$ cat config.mk
export PLATFORM = sky130hd
export DESIGN_NAME = spb_divider
export DESIGN_NICKNAME = d
export VERILOG_FILES = /design/src/design/scanline_point_binner_unit_assert.svh /design/src/design/spb_pkg.sv /design/src/design/spb_divider.sv
export SDC_FILE = /design/constraint.sdc
export NUM_CORES = 1
export LEC_CHECK = 0
export ABC_AREA = 1
export CAP_MARGIN = 0
export CORE_ASPECT_RATIO = 0.9
export CORE_MARGIN = 5
export CORE_UTILIZATION = 40
export CTS_CLUSTER_DIAMETER = 80
export DETAILED_ROUTE_END_ITERATION = 8
export DONT_BUFFER_PORTS = 1
export GPL_TIMING_DRIVEN = 0
export PLACE_DENSITY_LB_ADDON = 0.3
export SLEW_MARGIN = 20
export SYNTH_ARGS = -nofsm -noshare
export SYNTH_HDL_FRONTEND = slang
export SYNTH_SLANG_ARGS = --single-unit
$ cat constraint.sdc
create_clock -name clk -period 7.55 [get_ports clk]
set_input_delay 1.51 -clock clk [delete_from_list [all_inputs] [get_ports clk]]
set_output_delay 1.51 -clock clk [all_outputs]
set_load 0.01 [all_outputs]
$ cat src/design/scanline_point_binner_unit_assert.svh
// assertion macros used by the scanline point binner rtl
// needs a clock named clk and a synchronous reset named rst in scope
`ifndef SCANLINE_POINT_BINNER_UNIT_ASSERT_SVH
`define SCANLINE_POINT_BINNER_UNIT_ASSERT_SVH

// same-cycle implication, checked outside reset
`define SPB_ASSERT_IMP(name, pre, post, msg) \
  name: assert property (@(posedge clk) disable iff (rst) (pre) |-> (post)) else $error(msg);

// next-cycle implication, checked outside reset
`define SPB_ASSERT_NXT(name, pre, post, msg) \
  name: assert property (@(posedge clk) disable iff (rst) (pre) |=> (post)) else $error(msg);

`endif

$ cat src/design/spb_pkg.sv
// types, codes and fixed widths of the scanline point binner
// no dependencies
package spb_pkg;

  // opcodes and result kinds
  localparam logic OP_BIN      = 1'b0;
  localparam logic OP_FLUSH    = 1'b1;
  localparam logic KIND_POINT  = 1'b0;
  localparam logic KIND_COUNT  = 1'b1;

  // register indexes
  localparam logic [1:0] REG_CLIP_SCALE   = 2'd0;
  localparam logic [1:0] REG_VIEW_DIST    = 2'd1;
  localparam logic [1:0] REG_ACTIVE_LINES = 2'd2;
  localparam logic [1:0] REG_DEPTH_OFFSET = 2'd3;

  // register reset values
  localparam logic [23:0] CLIP_SCALE_RST   = 24'd1310720;
  localparam logic [23:0] VIEW_DIST_RST    = 24'd786432;
  localparam logic [9:0]  ACTIVE_LINES_RST = 10'd144;

  // fixed-point constants
  localparam int ONE_Q16  = 65536;
  localparam int YH_LIMIT = 4 * ONE_Q16;

  // divider widths: v * |py_c| and |v - pz_c|
  localparam int NUM_W = 56;
  localparam int DEN_W = 33;

  typedef struct packed {
    logic               opcode;
    logic signed [23:0] point_x;
    logic signed [23:0] point_y;
    logic signed [23:0] point_z;
    logic [7:0]         point_luma;
    logic [8:0]         flush_line;
  } spb_in_t;

  typedef struct packed {
    logic               result_kind;
    logic [8:0]         line_index;
    logic [3:0]         slot_index;
    logic signed [23:0] out_x;
    logic signed [23:0] out_z;
    logic [7:0]         out_luma;
    logic [4:0]         line_count;
  } spb_out_t;

  // count store port controls
  typedef struct packed {
    logic rd_en;
    logic wr_en;
  } spb_mem_ctl_t;

  typedef enum logic [3:0] {
    ST_CLEAR,
    ST_IDLE,
    ST_ZSAT,
    ST_MULY,
    ST_MULZ,
    ST_DEN,
    ST_MULN,
    ST_DIV_START,
    ST_DIV_WAIT,
    ST_YH,
    ST_LINE,
    ST_LREAD,
    ST_CHECK,
    ST_FCHECK
  } spb_state_t;

endpackage

$ cat src/design/spb_divider.sv
// iterative restoring divider, one quotient bit per cycle
// uses spb_pkg for the operand widths
module spb_divider (
  input  logic                       clk,
  input  logic                       rst,
  input  logic                       start,
  input  logic [spb_pkg::NUM_W-1:0]  num,
  input  logic [spb_pkg::DEN_W-1:0]  den,
  output logic                       done,
  output logic [spb_pkg::NUM_W-1:0]  quot,
  output logic                       rem_nz
);
  import spb_pkg::*;

  localparam int CNT_W = $clog2(NUM_W + 1);

  logic [NUM_W-1:0] num_sh;
  logic [DEN_W-1:0] rem;
  logic [CNT_W-1:0] count;
  logic             busy;
  logic [DEN_W:0]   trial;
  logic             take;

  // trial subtract of the shifted remainder
  assign trial = {rem, num_sh[NUM_W-1]};
  assign take  = (trial >= {1'b0, den});

  // control
  always_ff @(posedge clk) begin
    if (rst) begin
      busy  <= 1'b0;
      done  <= 1'b0;
      count <= '0;
    end else begin
      done <= 1'b0;
      if (start) begin
        busy  <= 1'b1;
        count <= CNT_W'(NUM_W);
      end else if (busy) begin
        count <= count - CNT_W'(1);
        if (count == CNT_W'(1)) begin
          busy <= 1'b0;
          done <= 1'b1;
        end
      end
    end
  end

  // datapath, quotient bits shift in behind the numerator
  always_ff @(posedge clk) begin
    if (start) begin
      num_sh <= num;
      rem    <= '0;
    end else if (busy) begin
      num_sh <= {num_sh[NUM_W-2:0], take};
      rem    <= take ? DEN_W'(trial - {1'b0, den}) : trial[DEN_W-1:0];
    end
  end

  assign quot   = num_sh;
  assign rem_nz = |rem;

endmodule

==> results.txt <==
Finish-stage setup viols - 0
CP Buf/Inv Count - 0
crit start category - flip-flop
Hold Crit Class - reg2reg
max incr delay on CP - 0.38 ns
vias in the first global route - 6185
Commonest cells post-synth - 494 x nand2_1, 190 x inv_1, 88 x nand3_1
Filler cells - 1930
Multi-input gate area - 3840 sq um
Max clock buf depth - 2
vias per cell - 4.84
Num CTS Buffers - 9
HPWL after DPL - 16500 um
Wirelength per Cell - 14.8 um
fin crit share - 44.9%
final hold vios - 0
Synth top area share - 25.5%
synth warn - 0
most common cell in the netlist - nand2_1
DR DRC count - 0
Synth async-reset ratio - 0%
nets@finish - 1265
fmax - 0.295 GHz
remaining antenna violation count after routing - 0
CP Capture Type - output port
syn_area_per_cell - 6.45 sq um
synthesized flop and latch total - 97
CP Max Fanout - 3
Final Slew Violations - 0
DRT Pass-1 Iters - 5
slowest CP cell - nor4_1
RSZ-0062 raised after global routing - false
Root Buffer - clkbuf_16
post-cts resize count - 0
status - complete, no violations
GRT Overall Usage - 18.9%
Die H - 138 um
area grow syn2layout - 8.82%
GP Congestion - 0.929
initial antenna violation count - 0
Yosys top cell by area - nand2_1
Initial Util - 41.0%
final worst setup slack - 4.16 ns
Die ar. - 20900 sq um
Post-CTS Hold Buffers - 0
skew final - 0.00778 ns
port bufs - 0
Yosys cell types - 39
Post-Synthesis Cell Area - 7260 sq um
largest net degree at the start of global routing - 47
minimum clock period - 3.39 ns
CTS clock-pin slew for the worst setup and hold paths - 0.07 ns
Synth Instances - 1125
Reg area - 2500 sq um
Rows - 46
DRT iter0 DRCs - 540
top_reg_cell synth - edfxtp_1
P_leak - 4.33 nW
# diodes - 0
post-route cell area - 7900 sq um
Setup WS pre-CTS - 4.08 ns
Fin Hold WS - 0.475 ns
dpl cell area - 7590 sq um
CTS Sinks - 97
actual slew at the worst max-slew pin - 0.678 ns
overflow left after global routing - 0
Mapped Nets - 1253
# Post-CTS Setup Buffers - 0
H-tree depth - 3
max-cap viol count - 0
Die W - 152 um
Core ar. - 17700 sq um
sum of negative setup slack - 0 ns
Routed WL - 20500 um
CP Cell Sequence - nor4_1, nand3_1, nor3_1, nand4_1
CTS tree - done
WS Path Type - reg2out
critical path required time - 6.04 ns
number of synthesized flops with an enable pin - 56
total number of vias - 6688
Worst-Skew Late Latency - 0.36 ns
Ports - 150
power density over the cells - 162 nW/um^2
slew margin rel. - 54.8%
Power Total - 1.28 mW
first-pass GRT wire length - 31700 um
worst path arrival time - 1.88 ns
top cells by area, synth - nand2_1 26%, edfxtp_1 23%, dfxtp_1 11%, inv_1 9.8%, nand3_1 6.1%
Seq/Total Area, Yosys - 34.5%
share of layout cells above drive strength 1 - 6.22%
flop2flop setup slack - 4.97 ns
Top Family by Delay on Critical Path - simple AND/OR/NAND/NOR gates
Max VDD drop - 0.0000849 V
## worst paths after layout
kind / from / end / depth (start not counted)
min reg2reg: rem[31] / rem[31] / 2
min: rem[31] / rem[31] / 2
max: rem[9] / rem_nz / 4
max reg2reg: quot[55] / quot[0] / 11
## cell type report
| type | count | share of cell area (%) |
|---|---|---|
| well taps | 240 | 3.80 |
| multi-input cells | 799 | 48.6 |
| plain buffers | 27 | 2.09 |
| repair buffers | 1 | 0.348 |
| inverters | 202 | 9.60 |
| flip-flops and latches | 97 | 31.7 |
| clock inverters | 7 | 1.06 |
| clock buffers | 9 | 2.85 |
## worst min-delay path: stages (launching register included)
cell	delay [ns]
dfxtp_1	0.33
nand2_1	0.06
nand2_1	0.04
## sequential cells by signal, summed over array words and instances, names as in the netlist
| register | count |
|---|---|
| quot | 56 |
| rem | 33 |
| count | 6 |
| busy | 1 |
| done | 1 |
## per-layer routing
layer  vias to the layer above  routed length (um)  global-route usage (%)
met1                      2974                9510                    26.1
met5                         -                   0                       0
met3                        33                1140                    3.83
li1                       3490                   -                       -
met4                         0                 433                    5.64
met2                       191                9380                    30.1
## where the power goes
part,total [mW],internal [mW],switching (mW)
Clock,0.492,0.263,0.229
Sequential,0.647,0.604,0.0426
Combinational,0.143,0.0459,0.0969
## through the flow
step	util (%)	instances
after floorplan	-	1125
final	44.6	1382
after global placement	42.7	1365
after global routing	44.6	1382
after CTS	44.6	1382
after detailed placement	42.8	1366
## cell families (layout without fill, tap and decap cells)
kind of cell | Yosys count | count (layout) | synth area share [%]
compound gates | 49 | 49 | 3.60
xor+xnor | 15 | 15 | 1.81
fa+ha+maj | 36 | 36 | 6.31
buf+inv | 229 | 246 | 12.7
flops | 97 | 97 | 34.5
simple gates | 699 | 699 | 41.2
## layout by cell type, fill, tap and decap left out, types with 3 or more instances in the layout
cell type  netlist  routed
nand3b_1        10      10
clkbuf_16        0       9
dfxtp_1         41      41
xnor2_1         14      14
inv_1          190     190
nand2_1        494     494
nand4_1         11      11
buf_1            3       3
o21ai_1         11      11
inv_6            0       3
ha_1            35      35
o21ai_0          7       7
a21oi_1         24      24
buf_4            4       4
nor2_1          47      47
nor3_1           8       8
o21bai_1         3       3
inv_2           10      10
nand3_1         88      88
clkinv_1         2       3
nand3_2          3       3
nor4_1           5       5
and2_1           5       5
edfxtp_1        56      56
nand2_2         14      14
buf_6            4       4
nor2_4           4       4
clkbuf_1        12      11
buf_2            3       3
nor2_2           3       3
No activity file was read; power rests on OpenSTA's default activity.
