--- config.mk ---
export PLATFORM = sky130hd
export DESIGN_NAME = spb_line_store
export DESIGN_NICKNAME = d
export VERILOG_FILES = /design/src/design/scanline_point_binner_unit_assert.svh /design/src/design/spb_pkg.sv /design/src/design/spb_line_store.sv
export SDC_FILE = /design/constraint.sdc
export NUM_CORES = 2
export LEC_CHECK = 0
export BUFFER_PORTS_ARGS = -buffer_cell sky130_fd_sc_hd__buf_4
export CORE_MARGIN = 3
export CORE_UTILIZATION = 35
export CTS_CLUSTER_SIZE = 8
export DETAILED_ROUTE_END_ITERATION = 10
export GPL_ROUTABILITY_DRIVEN = 0
export SETUP_SLACK_MARGIN = 0.3
export SLEW_MARGIN = 20
export SYNTH_ARGS = -nofsm -noshare
export SYNTH_HDL_FRONTEND = slang
export SYNTH_SLANG_ARGS = --single-unit
--- constraint.sdc ---
create_clock -name clk -period 10.6 [get_ports clk]
set_clock_uncertainty 0.2 [all_clocks]
set_input_delay 1.06 -clock clk [delete_from_list [all_inputs] [get_ports clk]]
set_output_delay 1.06 -clock clk [all_outputs]
set_load 0.05 [all_outputs]
--- src/design/scanline_point_binner_unit_assert.svh ---
// assertion macros used by the scanline point binner rtl
// needs a clock named clk and a synchronous reset named rst in scope
`ifndef SCANLINE_POINT_BINNER_UNIT_ASSERT_SVH
`define SCANLINE_POINT_BINNER_UNIT_ASSERT_SVH

// same-cycle implication, checked outside reset
`define SPB_ASSERT_IMP(name, pre, post, msg) \
  name: assert property (@(posedge clk) disable iff (rst) (pre) |-> (post)) else $error(msg);

// next-cycle implication, checked outside reset
`define SPB_ASSERT_NXT(name, pre, post, msg) \
  name: assert property (@(posedge clk) disable iff (rst) (pre) |=> (post)) else $error(msg);

`endif

--- src/design/spb_pkg.sv ---
// types, codes and fixed widths of the scanline point binner
// no dependencies
package spb_pkg;

  // opcodes and result kinds
  localparam logic OP_BIN      = 1'b0;
  localparam logic OP_FLUSH    = 1'b1;
  localparam logic KIND_POINT  = 1'b0;
  localparam logic KIND_COUNT  = 1'b1;

  // register indexes
  localparam logic [1:0] REG_CLIP_SCALE   = 2'd0;
  localparam logic [1:0] REG_VIEW_DIST    = 2'd1;
  localparam logic [1:0] REG_ACTIVE_LINES = 2'd2;
  localparam logic [1:0] REG_DEPTH_OFFSET = 2'd3;

  // register reset values
  localparam logic [23:0] CLIP_SCALE_RST   = 24'd1310720;
  localparam logic [23:0] VIEW_DIST_RST    = 24'd786432;
  localparam logic [9:0]  ACTIVE_LINES_RST = 10'd144;

  // fixed-point constants
  localparam int ONE_Q16  = 65536;
  localparam int YH_LIMIT = 4 * ONE_Q16;

  // divider widths: v * |py_c| and |v - pz_c|
  localparam int NUM_W = 56;
  localparam int DEN_W = 33;

  typedef struct packed {
    logic               opcode;
    logic signed [23:0] point_x;
    logic signed [23:0] point_y;
    logic signed [23:0] point_z;
    logic [7:0]         point_luma;
    logic [8:0]         flush_line;
  } spb_in_t;

  typedef struct packed {
    logic               result_kind;
    logic [8:0]         line_index;
    logic [3:0]         slot_index;
    logic signed [23:0] out_x;
    logic signed [23:0] out_z;
    logic [7:0]         out_luma;
    logic [4:0]         line_count;
  } spb_out_t;

  // count store port controls
  typedef struct packed {
    logic rd_en;
    logic wr_en;
  } spb_mem_ctl_t;

  typedef enum logic [3:0] {
    ST_CLEAR,
    ST_IDLE,
    ST_ZSAT,
    ST_MULY,
    ST_MULZ,
    ST_DEN,
    ST_MULN,
    ST_DIV_START,
    ST_DIV_WAIT,
    ST_YH,
    ST_LINE,
    ST_LREAD,
    ST_CHECK,
    ST_FCHECK
  } spb_state_t;

endpackage

--- src/design/spb_line_store.sv ---
// per-line fill counts in one synchronous memory, cleared by a sweep after reset
// uses spb_pkg for the port control struct
module spb_line_store #(
  parameter int DEPTH = 512,
  parameter int AW    = 9,
  parameter int CW    = 5
) (
  input  logic                  clk,
  input  logic                  rst,
  input  spb_pkg::spb_mem_ctl_t ctl,
  input  logic [AW-1:0]         rd_addr,
  input  logic [AW-1:0]         wr_addr,
  input  logic [CW-1:0]         wr_data,
  output logic [CW-1:0]         rd_data,
  output logic                  ready
);
  import spb_pkg::*;

  logic [CW-1:0] mem [DEPTH];
  logic [AW-1:0] clr_addr;
  logic          clearing;

  // clearing sweep, one entry a cycle
  always_ff @(posedge clk) begin
    if (rst) begin
      clearing <= 1'b1;
      clr_addr <= '0;
    end else if (clearing) begin
      clr_addr <= clr_addr + AW'(1);
      if (32'(clr_addr) == DEPTH - 1) begin
        clearing <= 1'b0;
      end
    end
  end

  // write port
  always_ff @(posedge clk) begin
    if (clearing) begin
      mem[clr_addr] <= '0;
    end else if (ctl.wr_en) begin
      mem[wr_addr] <= wr_data;
    end
  end

  // registered read port
  always_ff @(posedge clk) begin
    if (ctl.rd_en) begin
      rd_data <= mem[rd_addr];
    end
  end

  assign ready = !clearing;

endmodule

==> results_dict.tcl <==
set metrics [dict create \
    status "complete, no violations" \
    fp-row-count 197 \
    setup_tns_ns 0 \
    synth_seq_cells 2575 \
    hold_start "rst" \
    grt-ovfl-total 0 \
    ir_worst_vdd_mv 0.200 \
    drt_pass1_iterations 8 \
    dieHeight_um 547 \
    rrSetupSlack_ns 5.77 \
    fin_hold_ws_ns 0.248 \
    criticalPathCategory "input port to flip-flop" \
    fin_nets 5472 \
    root_buffer "clkbuf_16" \
    path_max_fanout 102 \
    leakage_nw 39.6 \
    final_common_cell "edfxtp_1" \
    place_hpwl_um 143000 \
    syn_nets 5352 \
    finalHoldViolations 0 \
    holdPathStages 2 \
    wl_met3_um 18800 \
    drt_iter0_drc 5782 \
    wl_met2_um 122000 \
    rsz0062_at_grt "no" \
    r2r_end "mem[179][2]" \
    top_layer_used "met5" \
    holdBufCountCts 0 \
    start_kind "input port" \
    cts_resized 0 \
    syn-cell-area_um2 102000 \
    max_freq_mhz 207 \
    via_per_inst 5.52 \
    vias 51699 \
    slew_headroom 0.197 \
    routedLengthMet1_um 104000 \
    yosys_warnings 0 \
    post-cts-setup-buffer-count 0 \
    portBuffers 32 \
    die_area_um2 299000 \
    finalWorstSetupSlack_ns 5.77 \
    worstSkewPairLatency_ns 0.88 \
    finalCritPeriodShare 0.456 \
    cts.sinks 2575 \
    clockBufferDepth 4 \
    multi_input_area_um2 23000 \
    areaGrowthSynthToFinish_pct 13.0 \
    mostFrequentLayoutCells "edfxtp_1, nor2_1, mux2i_1" \
    drc 0 \
    hold_path_class "input port to flip-flop" \
    synth_edf_count 2565 \
    cts_tree "done" \
    holdPathEnd "clr_addr[6]" \
    antenna_left 0 \
    grt_start_max_net_pins 217 \
    grt_antenna_before_repair 18 \
    drive_above_1_share 0.171 \
    fillers 25599 \
    synthDistinctLibCells 69 \
    slew_viol_final 0 \
    synthArstFlopShare 0 \
    seqCellArea_um2 77200 \
    rr_worst_depth 7 \
    core_area_um2 290000 \
    io_pins 33 \
    clk_pin_slew_ns 0.05 \
    layout_min_cycle_time_ns 4.83 \
    fp.dieW_um 547 \
    place_ws_ns 4.85 \
    synth_flop_cell "edfxtp_1" \
    syn-mean-instance-area_um2 19.2 \
    cts_made_buffers 364 \
    powerDensity_nw_per_um2 190 \
    maxCapViolations 0 \
    wl_um 252000 \
    grt_pass1_wl_um 369000 \
    syn_inst 5323 \
    arrival_ns 5.34 \
    initial_core_util 0.353 \
    gr-usage-all-layers 0.165 \
    worstPathRequired_ns 11.10 \
    r2r-start "clearing" \
    routedWlPerCell_um 26.9 \
    setup_viol 0 \
    h-tree-depth 5 \
    synth-seq-area-share 0.754 \
    end_kind "flip-flop" \
    worst_pin_slew_ns 1.20 \
    grt_pass1_vias 52727 \
]
[stage by stage]
step           instance area (um2)  power [W]  instances  utilization
3_5_place_dp                106000     0.0120       8957        0.366
3_3_place_gp                106000     0.0120       8956        0.366
6_report                    116000     0.0219       9366        0.399
2_1_floorplan               102000     0.0118       5323            -
4_1_cts                     116000     0.0221       9361        0.399
5_1_grt                     116000     0.0226       9362        0.399
[power breakdown]
part           internal [W]  total, W  leakage, nW  switching [W]
clock               0.00614    0.0101         4.68        0.00394
sequential           0.0111    0.0111         26.6     0.00000882
combinational      0.000281  0.000773         8.36       0.000492
total                0.0175    0.0219         39.6        0.00444
[state kept, by name (all words and copies together), names as in the netlist]
| signal | flops |
|---|---|
| mem | 2560 |
| clr_addr | 9 |
| rd_data | 5 |
| clearing | 1 |
[cells in the mapped netlist, drive strengths merged, types with 3 or more instances]
cell	count	area, um2
a2111oi	6	58.8
a211o	4	35.0
a211oi	17	128
a21oi	116	581
a222oi	10	100
a22o	3	26.3
a22oi	12	90.1
a2bb2oi	4	35.0
a31oi	9	56.3
and2	18	113
and3	4	25.0
buf	213	1820
clkbuf	140	541
dfxtp	10	200
edfxtp	2565	77000
inv	4	15.0
mux2	20	225
mux2i	454	4540
mux4	434	9950
nand2	137	514
nand2b	6	37.5
nand3	32	160
nand3b	7	52.6
nand4	17	106
nand4b	4	35.0
nor2	555	2080
nor2b	6	37.5
nor3	43	215
nor3b	4	30.0
nor4	14	87.6
o21ai	72	360
o221ai	214	1870
o22ai	104	651
o2bb2ai	12	105
o311ai	5	43.8
o31ai	4	30.0
o32ai	5	43.8
or3	9	56.3
xor2	3	26.3
[layer usage]
layer,vias to the layer above,track usage
li1,22000,-
met1,27156,0.224
met2,2105,0.267
met3,432,0.0327
met4,6,0.0487
met5,-,0
[final cells by class]
type	instances	share of cell area
well taps	3880	0.0420
clock inverters	14	0.00184
repair buffers	107	0.00899
inverters	4	0.000195
multi-input cells	2391	0.198
diodes	5	0.000108
clock buffers	390	0.0807
flip-flops and latches	2575	0.668
[cell families (layout without fill, tap and decap cells)]
family	after synthesis	in the layout	synth area share
compound gates	609	609	0.0422
xor+xnor	5	5	0.000428
fa+ha+maj	2	2	0.000244
buf+inv	357	515	0.0232
flops	2575	2575	0.754
mux	908	908	0.144
other cells	0	5	0
simple gates	867	867	0.0356
[critical path: stages]
cell and delay, ns:
buf_12 0.52, buf_12 0.54, buf_4 0.87, mux2i_1 0.18, o221ai_1 0.29, a21oi_1 0.12
o21ai_0 0.35, nand3_1 0.13, nor4b_1 0.73, o21a_1 0.22
[how the worst max path moves through the flow]
stage | start | to | slack, ns | depth (start not counted)
2_1_floorplan | ctl[0] | mem[0][0] | 0.64 | 4
3_3_place_gp | rd_addr[0] | rd_data[1] | 4.68 | 10
3_5_place_dp | rd_addr[0] | rd_data[1] | 4.85 | 10
4_1_cts | rd_addr[0] | rd_data[1] | 5.72 | 10
5_1_grt | rd_addr[0] | rd_data[1] | 5.44 | 10
6_report | rd_addr[0] | rd_data[1] | 5.77 | 10
No activity file was read; power rests on OpenSTA's default activity.
